===== config.mk =====
export PLATFORM = sky130hd
export DESIGN_NAME = vehicle_command_safety_governor
export DESIGN_NICKNAME = d
export VERILOG_FILES = /design/src/sv/vcsg_pkg.sv /design/src/sv/vcsg_div.sv /design/src/sv/vehicle_command_safety_governor.sv
export SDC_FILE = /design/constraint.sdc
export NUM_CORES = 1
export LEC_CHECK = 0
export BUFFER_PORTS_ARGS = -buffer_cell sky130_fd_sc_hd__clkbuf_2
export CORE_MARGIN = 4
export CORE_UTILIZATION = 33
export CTS_BUF_LIST = sky130_fd_sc_hd__clkbuf_16
export CTS_CLUSTER_SIZE = 10
export DETAILED_ROUTE_END_ITERATION = 10
export PLACE_DENSITY_LB_ADDON = 0.12
export SLEW_MARGIN = 20
export SYNTH_ARGS = -nofsm -noshare
export SYNTH_HDL_FRONTEND = slang
export SYNTH_SLANG_ARGS = --single-unit

===== constraint.sdc =====
create_clock -name clock -period 28 [get_ports clock]
set_clock_uncertainty 0.05 [all_clocks]
set_input_delay 5.6 -clock clock [delete_from_list [all_inputs] [get_ports clock]]
set_output_delay 5.6 -clock clock [all_outputs]
set_load 0.005 [all_outputs]

===== src/sv/vcsg_pkg.sv =====
// ----------------------------------------------------------------------------
// vcsg_pkg - shared types and constants of the command safety governor
// Field widths, register indexes, codes, limits and divider sizing.
// ----------------------------------------------------------------------------
`timescale 1ns / 1ps

package vcsg_pkg;

   // field widths
   localparam int VEL_W      = 16;
   localparam int DIST_W     = 17;
   localparam int MASK_W     = 6;
   localparam int MAXSPD_W   = 15;
   localparam int GPS_W      = 16;
   localparam int FLAG_W     = 7;
   localparam int LEVEL_W    = 7;
   localparam int FUNC_W     = 2;
   localparam int CSR_IDX_W  = 3;
   localparam int CSR_DATA_W = 17;

   // serial divider: numerator below den * 2^16, so 16 steps give the quotient
   localparam int DIV_NUM_W  = 32;
   localparam int DIV_DEN_W  = 17;
   localparam int DIV_QUO_W  = 16;
   localparam int DIV_STEPS  = 16;
   localparam int DIV_CNT_W  = 4;
   localparam logic [DIV_CNT_W-1:0] DIV_LAST = DIV_CNT_W'(DIV_STEPS - 1);

   // operation codes of the input word
   typedef enum logic [FUNC_W-1:0] {
      FUNC_VEHICLE   = 2'd0,
      FUNC_IMPLEMENT = 2'd1,
      FUNC_ESTOP     = 2'd2
   } func_type;

   // configuration register indexes
   typedef enum logic [CSR_IDX_W-1:0] {
      CSR_ENABLE_MASK      = 3'd0,
      CSR_WARNING_DISTANCE = 3'd1,
      CSR_BRAKE_DISTANCE   = 3'd2,
      CSR_MAX_SPEED        = 3'd3,
      CSR_GPS_THRESHOLD    = 3'd4
   } csr_index_type;

   // sequencer states
   typedef enum logic [1:0] {
      ST_IDLE,
      ST_LOAD,
      ST_DIV,
      ST_APPLY
   } state_type;

   // enable mask bits
   localparam int EN_COLLISION = 0;
   localparam int EN_LANE      = 1;
   localparam int EN_CRUISE    = 2;
   localparam int EN_TREE      = 3;
   localparam int EN_GPS       = 4;
   localparam int EN_LIMIT     = 5;

   // status flag bits
   localparam int FL_WARNING = 0;
   localparam int FL_BRAKING = 1;
   localparam int FL_LANE    = 2;
   localparam int FL_CRUISE  = 3;
   localparam int FL_TREE    = 4;
   localparam int FL_GPS     = 5;
   localparam int FL_LIMIT   = 6;

   // register reset values
   localparam logic [MASK_W-1:0]   RST_ENABLE_MASK = 6'd63;
   localparam logic [DIST_W-1:0]   RST_WARNING     = 17'd10000;
   localparam logic [DIST_W-1:0]   RST_BRAKE       = 17'd3000;
   localparam logic [MAXSPD_W-1:0] RST_MAX_SPEED   = 15'd5000;
   localparam logic [GPS_W-1:0]    RST_GPS_THRESH  = 16'd100;

   // stage limits
   localparam logic signed [VEL_W-1:0] TREE_SPEED  = 16'sd2000;
   localparam logic [DIST_W-1:0]       FOLLOW_DIST = 17'd20000;
   localparam logic [DIST_W-1:0]       LANE_THRESH = 17'd500;
   localparam logic [DIST_W-1:0]       LANE_CLAMP  = 17'd1010;
   localparam logic [6:0]              LANE_MAX_CORR = 7'd100;
   localparam logic [12:0]             RECIP_TEN   = 13'd6554;
   localparam logic signed [VEL_W:0]   STEER_MAX   = 17'sd32767;
   localparam logic signed [VEL_W:0]   STEER_MIN   = -17'sd32767;

   // safety level penalties
   localparam logic [LEVEL_W-1:0] LEVEL_FULL = 7'd100;
   localparam logic [LEVEL_W-1:0] PEN_WARN   = 7'd30;
   localparam logic [LEVEL_W-1:0] PEN_BRAKE  = 7'd50;
   localparam logic [LEVEL_W-1:0] PEN_GPS    = 7'd20;
   localparam logic [LEVEL_W-1:0] PEN_TREE   = 7'd10;

endpackage


===== src/sv/vcsg_div.sv =====
// ----------------------------------------------------------------------------
// vcsg_div - restoring divider, one quotient bit per cycle
// Takes the numerator and divisor on start; done marks the last step.
// ----------------------------------------------------------------------------
`timescale 1ns / 1ps

module vcsg_div (
   input  logic                            clock,
   input  logic                            reset,
   input  logic                            start,
   input  logic [vcsg_pkg::DIV_NUM_W-1:0]  numer,
   input  logic [vcsg_pkg::DIV_DEN_W-1:0]  denom,
   output logic                            done,
   output logic [vcsg_pkg::DIV_QUO_W-1:0]  quotient
);
   import vcsg_pkg::*;

   logic                  busy_ff, busy_in;
   logic [DIV_CNT_W-1:0]  count_ff, count_in;
   logic [DIV_DEN_W-1:0]  rem_ff, rem_in;
   logic [DIV_QUO_W-1:0]  num_ff, num_in;
   logic [DIV_DEN_W-1:0]  den_ff, den_in;
   logic [DIV_DEN_W:0]    shifted;
   logic [DIV_DEN_W:0]    trial;
   logic                  fits;

   assign shifted = {rem_ff, num_ff[DIV_QUO_W-1]};
   assign trial   = shifted - {1'b0, den_ff};
   assign fits    = shifted >= {1'b0, den_ff};

   always_comb begin
      busy_in  = busy_ff;
      count_in = count_ff;
      rem_in   = rem_ff;
      num_in   = num_ff;
      den_in   = den_ff;
      if (start) begin
         busy_in  = 1'b1;
         count_in = '0;
         rem_in   = {1'b0, numer[DIV_NUM_W-1:DIV_QUO_W]};
         num_in   = numer[DIV_QUO_W-1:0];
         den_in   = denom;
      end else if (busy_ff) begin
         // shift in the next numerator bit, the quotient bit enters at the bottom
         rem_in   = fits ? trial[DIV_DEN_W-1:0] : shifted[DIV_DEN_W-1:0];
         num_in   = {num_ff[DIV_QUO_W-2:0], fits};
         count_in = count_ff + 1'b1;
         if (count_ff == DIV_LAST) begin
            busy_in = 1'b0;
         end
      end
   end

   always_ff @(posedge clock) begin
      if (reset) begin
         busy_ff  <= 1'b0;
         count_ff <= '0;
      end else begin
         busy_ff  <= busy_in;
         count_ff <= count_in;
      end
      rem_ff <= rem_in;
      num_ff <= num_in;
      den_ff <= den_in;
   end

   assign done     = busy_ff && (count_ff == DIV_LAST);
   assign quotient = num_ff;

endmodule


===== src/sv/vehicle_command_safety_governor.sv =====
// ----------------------------------------------------------------------------
// vehicle_command_safety_governor - drive command safety filter
// One word is handled at a time: req_stall stays high from the accepted
// word until its result is registered. The 16-step serial divider scales
// velocity in the collision-warning zone; a stalled result holds the
// block in its final step. Reset is synchronous: status flags clear and
// the configuration registers take their default values.
// ----------------------------------------------------------------------------
`timescale 1ns / 1ps

module vehicle_command_safety_governor (
   input  logic                                  clock,
   input  logic                                  reset,
   // configuration
   input  logic                                  csr_wr_en,
   input  logic [vcsg_pkg::CSR_IDX_W-1:0]        csr_index,
   input  logic [vcsg_pkg::CSR_DATA_W-1:0]       csr_wr_data,
   // request channel
   input  logic                                  req_valid,
   output logic                                  req_stall,
   input  logic [vcsg_pkg::FUNC_W-1:0]           req_func,
   input  logic signed [vcsg_pkg::VEL_W-1:0]     req_linear_velocity_in,
   input  logic signed [vcsg_pkg::VEL_W-1:0]     req_angular_velocity_in,
   input  logic signed [vcsg_pkg::VEL_W-1:0]     req_steering_in,
   input  logic                                  req_estop_in,
   input  logic                                  req_activate_in,
   input  logic [vcsg_pkg::DIST_W-1:0]           req_obstacle_distance,
   input  logic signed [vcsg_pkg::VEL_W-1:0]     req_lane_offset,
   input  logic [vcsg_pkg::GPS_W-1:0]            req_gps_accuracy,
   input  logic                                  req_trees_seen,
   input  logic                                  req_lane_seen,
   // result channel
   output logic                                  rsp_valid,
   input  logic                                  rsp_stall,
   output logic signed [vcsg_pkg::VEL_W-1:0]     rsp_linear_velocity_out,
   output logic signed [vcsg_pkg::VEL_W-1:0]     rsp_angular_velocity_out,
   output logic signed [vcsg_pkg::VEL_W-1:0]     rsp_steering_out,
   output logic                                  rsp_vehicle_estop_out,
   output logic                                  rsp_implement_activate_out,
   output logic                                  rsp_implement_estop_out,
   output logic [vcsg_pkg::FLAG_W-1:0]           rsp_flag_bits,
   output logic [vcsg_pkg::LEVEL_W-1:0]          rsp_safety_score
);
   import vcsg_pkg::*;

   // configuration registers
   logic [MASK_W-1:0]    enable_ff;
   logic [DIST_W-1:0]    warn_ff;
   logic [DIST_W-1:0]    brake_ff;
   logic [MAXSPD_W-1:0]  max_speed_ff;
   logic [GPS_W-1:0]     gps_thresh_ff;

   // sequencer and status
   state_type            state_ff, state_in;
   logic [FLAG_W-1:0]    flags_ff, flags_in;
   logic                 last_trees_ff, last_trees_in;

   // captured request word
   logic [FUNC_W-1:0]        func_ff;
   logic signed [VEL_W-1:0]  lin_ff, ang_ff, steer_ff, offset_ff;
   logic                     estop_ff, activate_ff, trees_ff, lane_ff;
   logic [DIST_W-1:0]        dist_ff;
   logic [GPS_W-1:0]         gps_acc_ff;

   // result register
   logic                     rsp_valid_ff, rsp_valid_in;
   logic signed [VEL_W-1:0]  rsp_lin_ff, rsp_ang_ff, rsp_steer_ff;
   logic                     rsp_vest_ff, rsp_iact_ff, rsp_iest_ff;
   logic [FLAG_W-1:0]        rsp_flags_ff;
   logic [LEVEL_W-1:0]       rsp_level_ff;

   // sequencer outputs
   logic                     req_take;
   logic                     div_start;
   logic                     apply_fire;

   // divider operands and result
   logic [VEL_W-1:0]         lin_mag;
   logic [DIST_W-1:0]        zone_pos;
   logic [DIST_W-1:0]        zone_len;
   logic [VEL_W+DIST_W-1:0]  scale_prod;
   logic                     div_done;
   logic [DIV_QUO_W-1:0]     div_quo;
   logic signed [VEL_W-1:0]  lin_scaled;

   // lane correction
   logic [DIST_W-1:0]        off_ext;
   logic [DIST_W-1:0]        off_mag;
   logic [22:0]              tenth_prod;
   logic [6:0]               corr_mag;
   logic signed [7:0]        corr;
   logic signed [VEL_W:0]    steer_sum;
   logic signed [VEL_W-1:0]  steer_corr;

   // stage outputs
   logic signed [VEL_W-1:0]  lin_v, ang_v, steer_v;
   logic                     vest_v, iact_v, iest_v;
   logic [LEVEL_W-1:0]       penalty;
   logic [LEVEL_W-1:0]       level_v;

   // ---------------------------------------------------------------- config
   always_ff @(posedge clock) begin
      if (reset) begin
         enable_ff     <= RST_ENABLE_MASK;
         warn_ff       <= RST_WARNING;
         brake_ff      <= RST_BRAKE;
         max_speed_ff  <= RST_MAX_SPEED;
         gps_thresh_ff <= RST_GPS_THRESH;
      end else if (csr_wr_en) begin
         unique case (csr_index)
            CSR_ENABLE_MASK:      enable_ff     <= csr_wr_data[MASK_W-1:0];
            CSR_WARNING_DISTANCE: warn_ff       <= csr_wr_data[DIST_W-1:0];
            CSR_BRAKE_DISTANCE:   brake_ff      <= csr_wr_data[DIST_W-1:0];
            CSR_MAX_SPEED:        max_speed_ff  <= csr_wr_data[MAXSPD_W-1:0];
            CSR_GPS_THRESHOLD:    gps_thresh_ff <= csr_wr_data[GPS_W-1:0];
            default: ;
         endcase
      end
   end

   // ------------------------------------------------------------- sequencer
   always_comb begin
      state_in = state_ff;
      unique case (state_ff)
         ST_IDLE:  if (req_valid) state_in = ST_LOAD;
         ST_LOAD:  state_in = ST_DIV;
         ST_DIV:   if (div_done) state_in = ST_APPLY;
         ST_APPLY: if (!(rsp_valid_ff && rsp_stall)) state_in = ST_IDLE;
         default:  state_in = ST_IDLE;
      endcase
   end

   always_comb begin
      req_stall  = 1'b1;
      div_start  = 1'b0;
      apply_fire = 1'b0;
      unique case (state_ff)
         ST_IDLE:  req_stall  = 1'b0;
         ST_LOAD:  div_start  = 1'b1;
         ST_DIV:   ;
         ST_APPLY: apply_fire = !(rsp_valid_ff && rsp_stall);
         default:  ;
      endcase
   end

   assign req_take = req_valid && !req_stall;

   always_ff @(posedge clock) begin
      if (reset) begin
         state_ff      <= ST_IDLE;
         flags_ff      <= '0;
         last_trees_ff <= 1'b0;
         rsp_valid_ff  <= 1'b0;
      end else begin
         state_ff      <= state_in;
         flags_ff      <= flags_in;
         last_trees_ff <= last_trees_in;
         rsp_valid_ff  <= rsp_valid_in;
      end
   end

   // hold the request word for the whole computation
   always_ff @(posedge clock) begin
      if (req_take) begin
         func_ff     <= req_func;
         lin_ff      <= req_linear_velocity_in;
         ang_ff      <= req_angular_velocity_in;
         steer_ff    <= req_steering_in;
         estop_ff    <= req_estop_in;
         activate_ff <= req_activate_in;
         dist_ff     <= req_obstacle_distance;
         offset_ff   <= req_lane_offset;
         gps_acc_ff  <= req_gps_accuracy;
         trees_ff    <= req_trees_seen;
         lane_ff     <= req_lane_seen;
      end
   end

   // -------------------------------------------------------- zone scaling
   // |lin| * (d - brake) / (warn - brake); only used inside the warning zone,
   // where the product stays below 2^32 and the quotient below |lin|
   assign lin_mag    = lin_ff[VEL_W-1] ? (VEL_W'(0) - lin_ff) : lin_ff;
   assign zone_pos   = dist_ff - brake_ff;
   assign zone_len   = warn_ff - brake_ff;
   assign scale_prod = lin_mag * zone_pos;

   vcsg_div u_div (
      .clock    (clock),
      .reset    (reset),
      .start    (div_start),
      .numer    (scale_prod[DIV_NUM_W-1:0]),
      .denom    (zone_len),
      .done     (div_done),
      .quotient (div_quo)
   );

   assign lin_scaled = lin_ff[VEL_W-1] ? $signed(VEL_W'(0) - div_quo) : $signed(div_quo);

   // -------------------------------------------------------- lane keeping
   assign off_ext    = {offset_ff[VEL_W-1], offset_ff};
   assign off_mag    = offset_ff[VEL_W-1] ? (DIST_W'(0) - off_ext) : off_ext;
   // divide by ten through the reciprocal; exact for magnitudes below the clamp
   assign tenth_prod = off_mag[9:0] * RECIP_TEN;
   assign corr_mag   = (off_mag >= LANE_CLAMP) ? LANE_MAX_CORR : tenth_prod[22:16];
   assign corr       = offset_ff[VEL_W-1] ? $signed({1'b0, corr_mag})
                                          : $signed(8'd0 - {1'b0, corr_mag});
   assign steer_sum  = {steer_ff[VEL_W-1], steer_ff} + {{9{corr[7]}}, corr};

   always_comb begin
      if (steer_sum > STEER_MAX) begin
         steer_corr = STEER_MAX[VEL_W-1:0];
      end else if (steer_sum < STEER_MIN) begin
         steer_corr = STEER_MIN[VEL_W-1:0];
      end else begin
         steer_corr = steer_sum[VEL_W-1:0];
      end
   end

   // ---------------------------------------------------------- stage chain
   always_comb begin
      lin_v         = '0;
      ang_v         = '0;
      steer_v       = '0;
      vest_v        = 1'b0;
      iact_v        = 1'b0;
      iest_v        = 1'b0;
      flags_in      = flags_ff;
      last_trees_in = last_trees_ff;
      if (apply_fire) begin
         unique case (func_ff)
            FUNC_VEHICLE: begin
               lin_v         = lin_ff;
               ang_v         = ang_ff;
               steer_v       = steer_ff;
               vest_v        = estop_ff;
               last_trees_in = trees_ff;
               if (enable_ff[EN_COLLISION]) begin
                  if (dist_ff < brake_ff) begin
                     lin_v               = '0;
                     vest_v              = 1'b1;
                     flags_in[FL_BRAKING] = 1'b1;
                  end else if (dist_ff < warn_ff) begin
                     lin_v               = lin_scaled;
                     flags_in[FL_WARNING] = 1'b1;
                  end else begin
                     flags_in[FL_WARNING] = 1'b0;
                     flags_in[FL_BRAKING] = 1'b0;
                  end
               end
               if (enable_ff[EN_LANE] && lane_ff) begin
                  if (off_mag > LANE_THRESH) begin
                     steer_v          = steer_corr;
                     flags_in[FL_LANE] = 1'b1;
                  end else begin
                     flags_in[FL_LANE] = 1'b0;
                  end
               end
               if (enable_ff[EN_CRUISE]) begin
                  if (dist_ff < FOLLOW_DIST && dist_ff > warn_ff) begin
                     if (lin_v > $signed({1'b0, dist_ff[DIST_W-1:2]})) begin
                        lin_v              = $signed({1'b0, dist_ff[DIST_W-1:2]});
                        flags_in[FL_CRUISE] = 1'b1;
                     end
                  end else begin
                     flags_in[FL_CRUISE] = 1'b0;
                  end
               end
               if (enable_ff[EN_TREE]) begin
                  if (trees_ff) begin
                     if (lin_v > TREE_SPEED) begin
                        lin_v            = TREE_SPEED;
                        flags_in[FL_TREE] = 1'b1;
                     end
                  end else begin
                     flags_in[FL_TREE] = 1'b0;
                  end
               end
               if (enable_ff[EN_GPS]) begin
                  if (gps_acc_ff > gps_thresh_ff) begin
                     lin_v           = '0;
                     ang_v           = '0;
                     flags_in[FL_GPS] = 1'b1;
                  end else begin
                     flags_in[FL_GPS] = 1'b0;
                  end
               end
               if (enable_ff[EN_LIMIT]) begin
                  if (lin_v > $signed({1'b0, max_speed_ff})) begin
                     lin_v             = $signed({1'b0, max_speed_ff});
                     flags_in[FL_LIMIT] = 1'b1;
                  end else begin
                     flags_in[FL_LIMIT] = 1'b0;
                  end
               end
            end
            FUNC_IMPLEMENT: begin
               iact_v = activate_ff && !flags_ff[FL_BRAKING]
                        && !(enable_ff[EN_TREE] && last_trees_ff)
                        && !(enable_ff[EN_GPS] && flags_ff[FL_GPS]);
               iest_v = estop_ff || flags_ff[FL_BRAKING];
            end
            FUNC_ESTOP: begin
               flags_in[FL_BRAKING] = 1'b1;
               vest_v               = 1'b1;
            end
            default: ;
         endcase
      end
   end

   // safety level from the flags after this word, floored at zero
   always_comb begin
      penalty = (flags_in[FL_WARNING] ? PEN_WARN  : '0)
              + (flags_in[FL_BRAKING] ? PEN_BRAKE : '0)
              + (flags_in[FL_GPS]     ? PEN_GPS   : '0)
              + (flags_in[FL_TREE]    ? PEN_TREE  : '0);
      level_v = (penalty >= LEVEL_FULL) ? '0 : (LEVEL_FULL - penalty);
   end

   // ---------------------------------------------------------- result word
   always_comb begin
      rsp_valid_in = rsp_valid_ff;
      if (apply_fire) begin
         rsp_valid_in = 1'b1;
      end else if (rsp_valid_ff && !rsp_stall) begin
         rsp_valid_in = 1'b0;
      end
   end

   always_ff @(posedge clock) begin
      if (apply_fire) begin
         rsp_lin_ff   <= lin_v;
         rsp_ang_ff   <= ang_v;
         rsp_steer_ff <= steer_v;
         rsp_vest_ff  <= vest_v;
         rsp_iact_ff  <= iact_v;
         rsp_iest_ff  <= iest_v;
         rsp_flags_ff <= flags_in;
         rsp_level_ff <= level_v;
      end
   end

   assign rsp_valid                  = rsp_valid_ff;
   assign rsp_linear_velocity_out    = rsp_lin_ff;
   assign rsp_angular_velocity_out   = rsp_ang_ff;
   assign rsp_steering_out           = rsp_steer_ff;
   assign rsp_vehicle_estop_out      = rsp_vest_ff;
   assign rsp_implement_activate_out = rsp_iact_ff;
   assign rsp_implement_estop_out    = rsp_iest_ff;
   assign rsp_flag_bits              = rsp_flags_ff;
   assign rsp_safety_score           = rsp_level_ff;

endmodule


==> results.md <==
- Vias: 22180
- Max-cap check violation count: 0
- Pins Over Slew Limit: 0
- Initial antenna violation count: 1
- CTS tree: done
- Max-slew headroom: 24.34%
- EDFF count, synth: 216
- First-pass GRT wire length: 136600 microns
- CP max stage cell: a31oi_1
- Hold path depth: 2
- Routed vias/inst: between 5 and 6
- Slew @ Worst Pin: 1.129 ns
- Unrepaired setup endpoints after global routing: no
- DRT Pass-1 Iters: 5
- Final min period: 10.86 ns
- Critical path arrival: 11.09 ns
- Commonest non-fill, non-tap cell in the layout: inv_1
- Mean post-synth cell area: around 9.4 sq um
- Die Span Y: slightly above 300 microns
- Standard-cell row count: 107
- Resized Gates After CTS: 0
- DRC Markers: 0
- Placed cell areas: ~0.031 sq mm
- Outcome: finished, final reports clean
- Worst skew pair latency: 0.55 ns
- Asr flop ratio synth: 0%
- Wirelength per Cell: 20.06 microns
- Inst Count DP: 4327
- Largest net degree at the start of global routing: 75
- Worst path required time: between 20 and 30 ns
- # clock sinks: 304
- Critical Setup Path Class: register to register
- Routed WL: between 80000 and 90000 microns
- GP Congestion: 0.8869
- Period utilization: 38.78%
- Final hold vios: 0
- Die width: 303.0 microns
- Mapped Cells: 3046
- Most frequent cells in the layout: inv_1 (479), nand2_1 (382), ha_1 (308)
- Flop and latch count out of synthesis: slightly above 300
- Antenna-violating nets left: 0
- Seq/Total Area, Yosys: 28.72%
- Syn_nets: around 3700
- Fin Setup TNS: 0 ns
- Core Util, Final: 37.67%
- Crit path max fanout: 9
- Most common flop cell mapped by yosys: edfxtp_1
- Dpl hpwl: 70330 microns
- CTS Hold Bufs: 0
- Nets@finish: 3901
- Initial core utilization: approximately 34%
- Final Setup Violations: 0
- Synth Warn #: 0
- Clock H-tree levels: 2
- Worst Setup Start Kind: register
- Max Fclk: ~90 MHz
- Area delta synth->final: 12.40%
- Root Buffer: clkbuf_16
- Core area: around 0.086 sq mm
- Die area: approximately 0.09 sq mm
- Grt ovf: 0
- Global Route Usage Sum: approximately a fifth
- TritonCTS Buffers: 39
- R2R Setup Slk: approximately 17 ns
- Most common cell on crit path: inv_1
- Synthesized area: 0.02872 sq mm
- Final instance area: 0.03228 sq mm
- Boundary Pins: 195
- Fraction of layout instances using a drive strength above 1: 11.45%
- Hold WC Path Type: register to register
- Vias in the first global route: 23240
- Clk pin slew, worst setup/hold paths: 0.05 ns
- Crit. End Element: register
- Worst path max stage delay: around 0.74 ns
- Iteration-0 DRC Markers: between 1000 and 1500
- Fin cells: around 4400
- FF-to-FF path depth: 34
- PortBufs: 193
- Synth cell types: 93
- Clock buffer depth: 3
- Setup Buffers After CTS: 0
## path summary, 6_finish.rpt
path / to / from
max: rsp_steering_out[2] / offset_ff[0]
min: gps_thresh_ff[14] / gps_thresh_ff[14]
min reg2reg: gps_thresh_ff[14] / gps_thresh_ff[14]
max reg2reg: rsp_steering_out[2] / offset_ff[0]
## layer usage
layer	routed length, microns	share of wire, %	GRT usage, %
met1	38040	43	25.09
met5	0	0	0
met2	44100	50	34.23
met3	3636	4.1	2.118
met4	2343	2.7	5.205
## cells in the mapped netlist (all sizes together), types with 9 or more instances
cell type  number  area share [%]
clkbuf         73            0.95
xor2           53             1.6
a211oi         24            0.64
a21boi         11            0.30
o21ai         110             1.9
buf            23            0.51
nand2b         34            0.74
nor4           13            0.38
inv           466             6.1
o211ai         25            0.65
dfxtp          88             6.1
ha            309              13
nor2          171             2.2
mux2i          30             1.0
and2           61             1.3
a32oi          10            0.40
nor3           55             1.0
o41ai          10            0.46
or2            11            0.25
a32o            9            0.31
o221a           9            0.35
a21oi         143             2.5
fa            240              17
a31oi          17            0.42
edfxtp        216              23
mux2           20            0.78
a22o            9            0.27
a21o           29            0.76
and3           18            0.39
or3            17            0.37
nor2b          53             1.2
or4            11            0.30
xnor2          83             2.5
nand4          23            0.50
o21a           25            0.65
o31ai          16            0.42
nand2         382             5.0
o21bai          9            0.24
nand3          57            0.99
## worst max-delay path, delay by kind of cell (launching register included)
kind	cells	cell delay (ns)
buf+inv	6	0.62
simple gates	6	2.07
fa+ha+maj	8	3.22
xor+xnor	2	0.59
flops	1	0.55
compound gates	12	3.50
## logic make-up after synthesis
kind of cell / synth area share, %
multiplexers: 1.830
buffers and inverters: 7.559
other: 0.01306
XOR/XNOR: 4.148
AND/OR/NAND/NOR: 15.23
flip-flops: 28.72
adder cells (fa/ha/maj): 30.26
AO/OA/AOI/OAI: 12.24
## per-stage QoR
step                hold WS (ns)  setup slack [ns]
floorplan                 0.3863             18.52
global placement          0.3950             17.02
detailed placement        0.4002             16.87
CTS                       0.4078             16.81
global route              0.4282             16.54
finish                    0.4097             17.14
## state kept, by name (all words and copies together), names as in the netlist, 15 cells and up
name                      count
brake_ff                     17
dist_ff                      17
u_div.den_ff                 17
u_div.rem_ff                 17
warn_ff                      17
ang_ff                       16
gps_acc_ff                   16
gps_thresh_ff                16
lin_ff                       16
offset_ff                    16
rsp_angular_velocity_out     16
rsp_linear_velocity_out      16
rsp_steering_out             16
steer_ff                     16
u_div.quotient               16
max_speed_ff                 15
## area by class of cell
| type | count | area [sq um] |
|---|---|---|
| fill | 8717 | 53400 |
| multi-input combinational | 2180 | 18450 |
| sequential | 304 | 8248 |
| inverter | 466 | 1752 |
| tap | 1144 | 1431 |
| timing repair buffer | 233 | 1266 |
| clock buffer | 40 | 1001 |
| clock inverter | 25 | 133.9 |
| antenna | 1 | 2.502 |
Power is left out: the tool's default activity adds up to more than one toggle a clock period on the data nets, which glitch-free logic cannot reach.
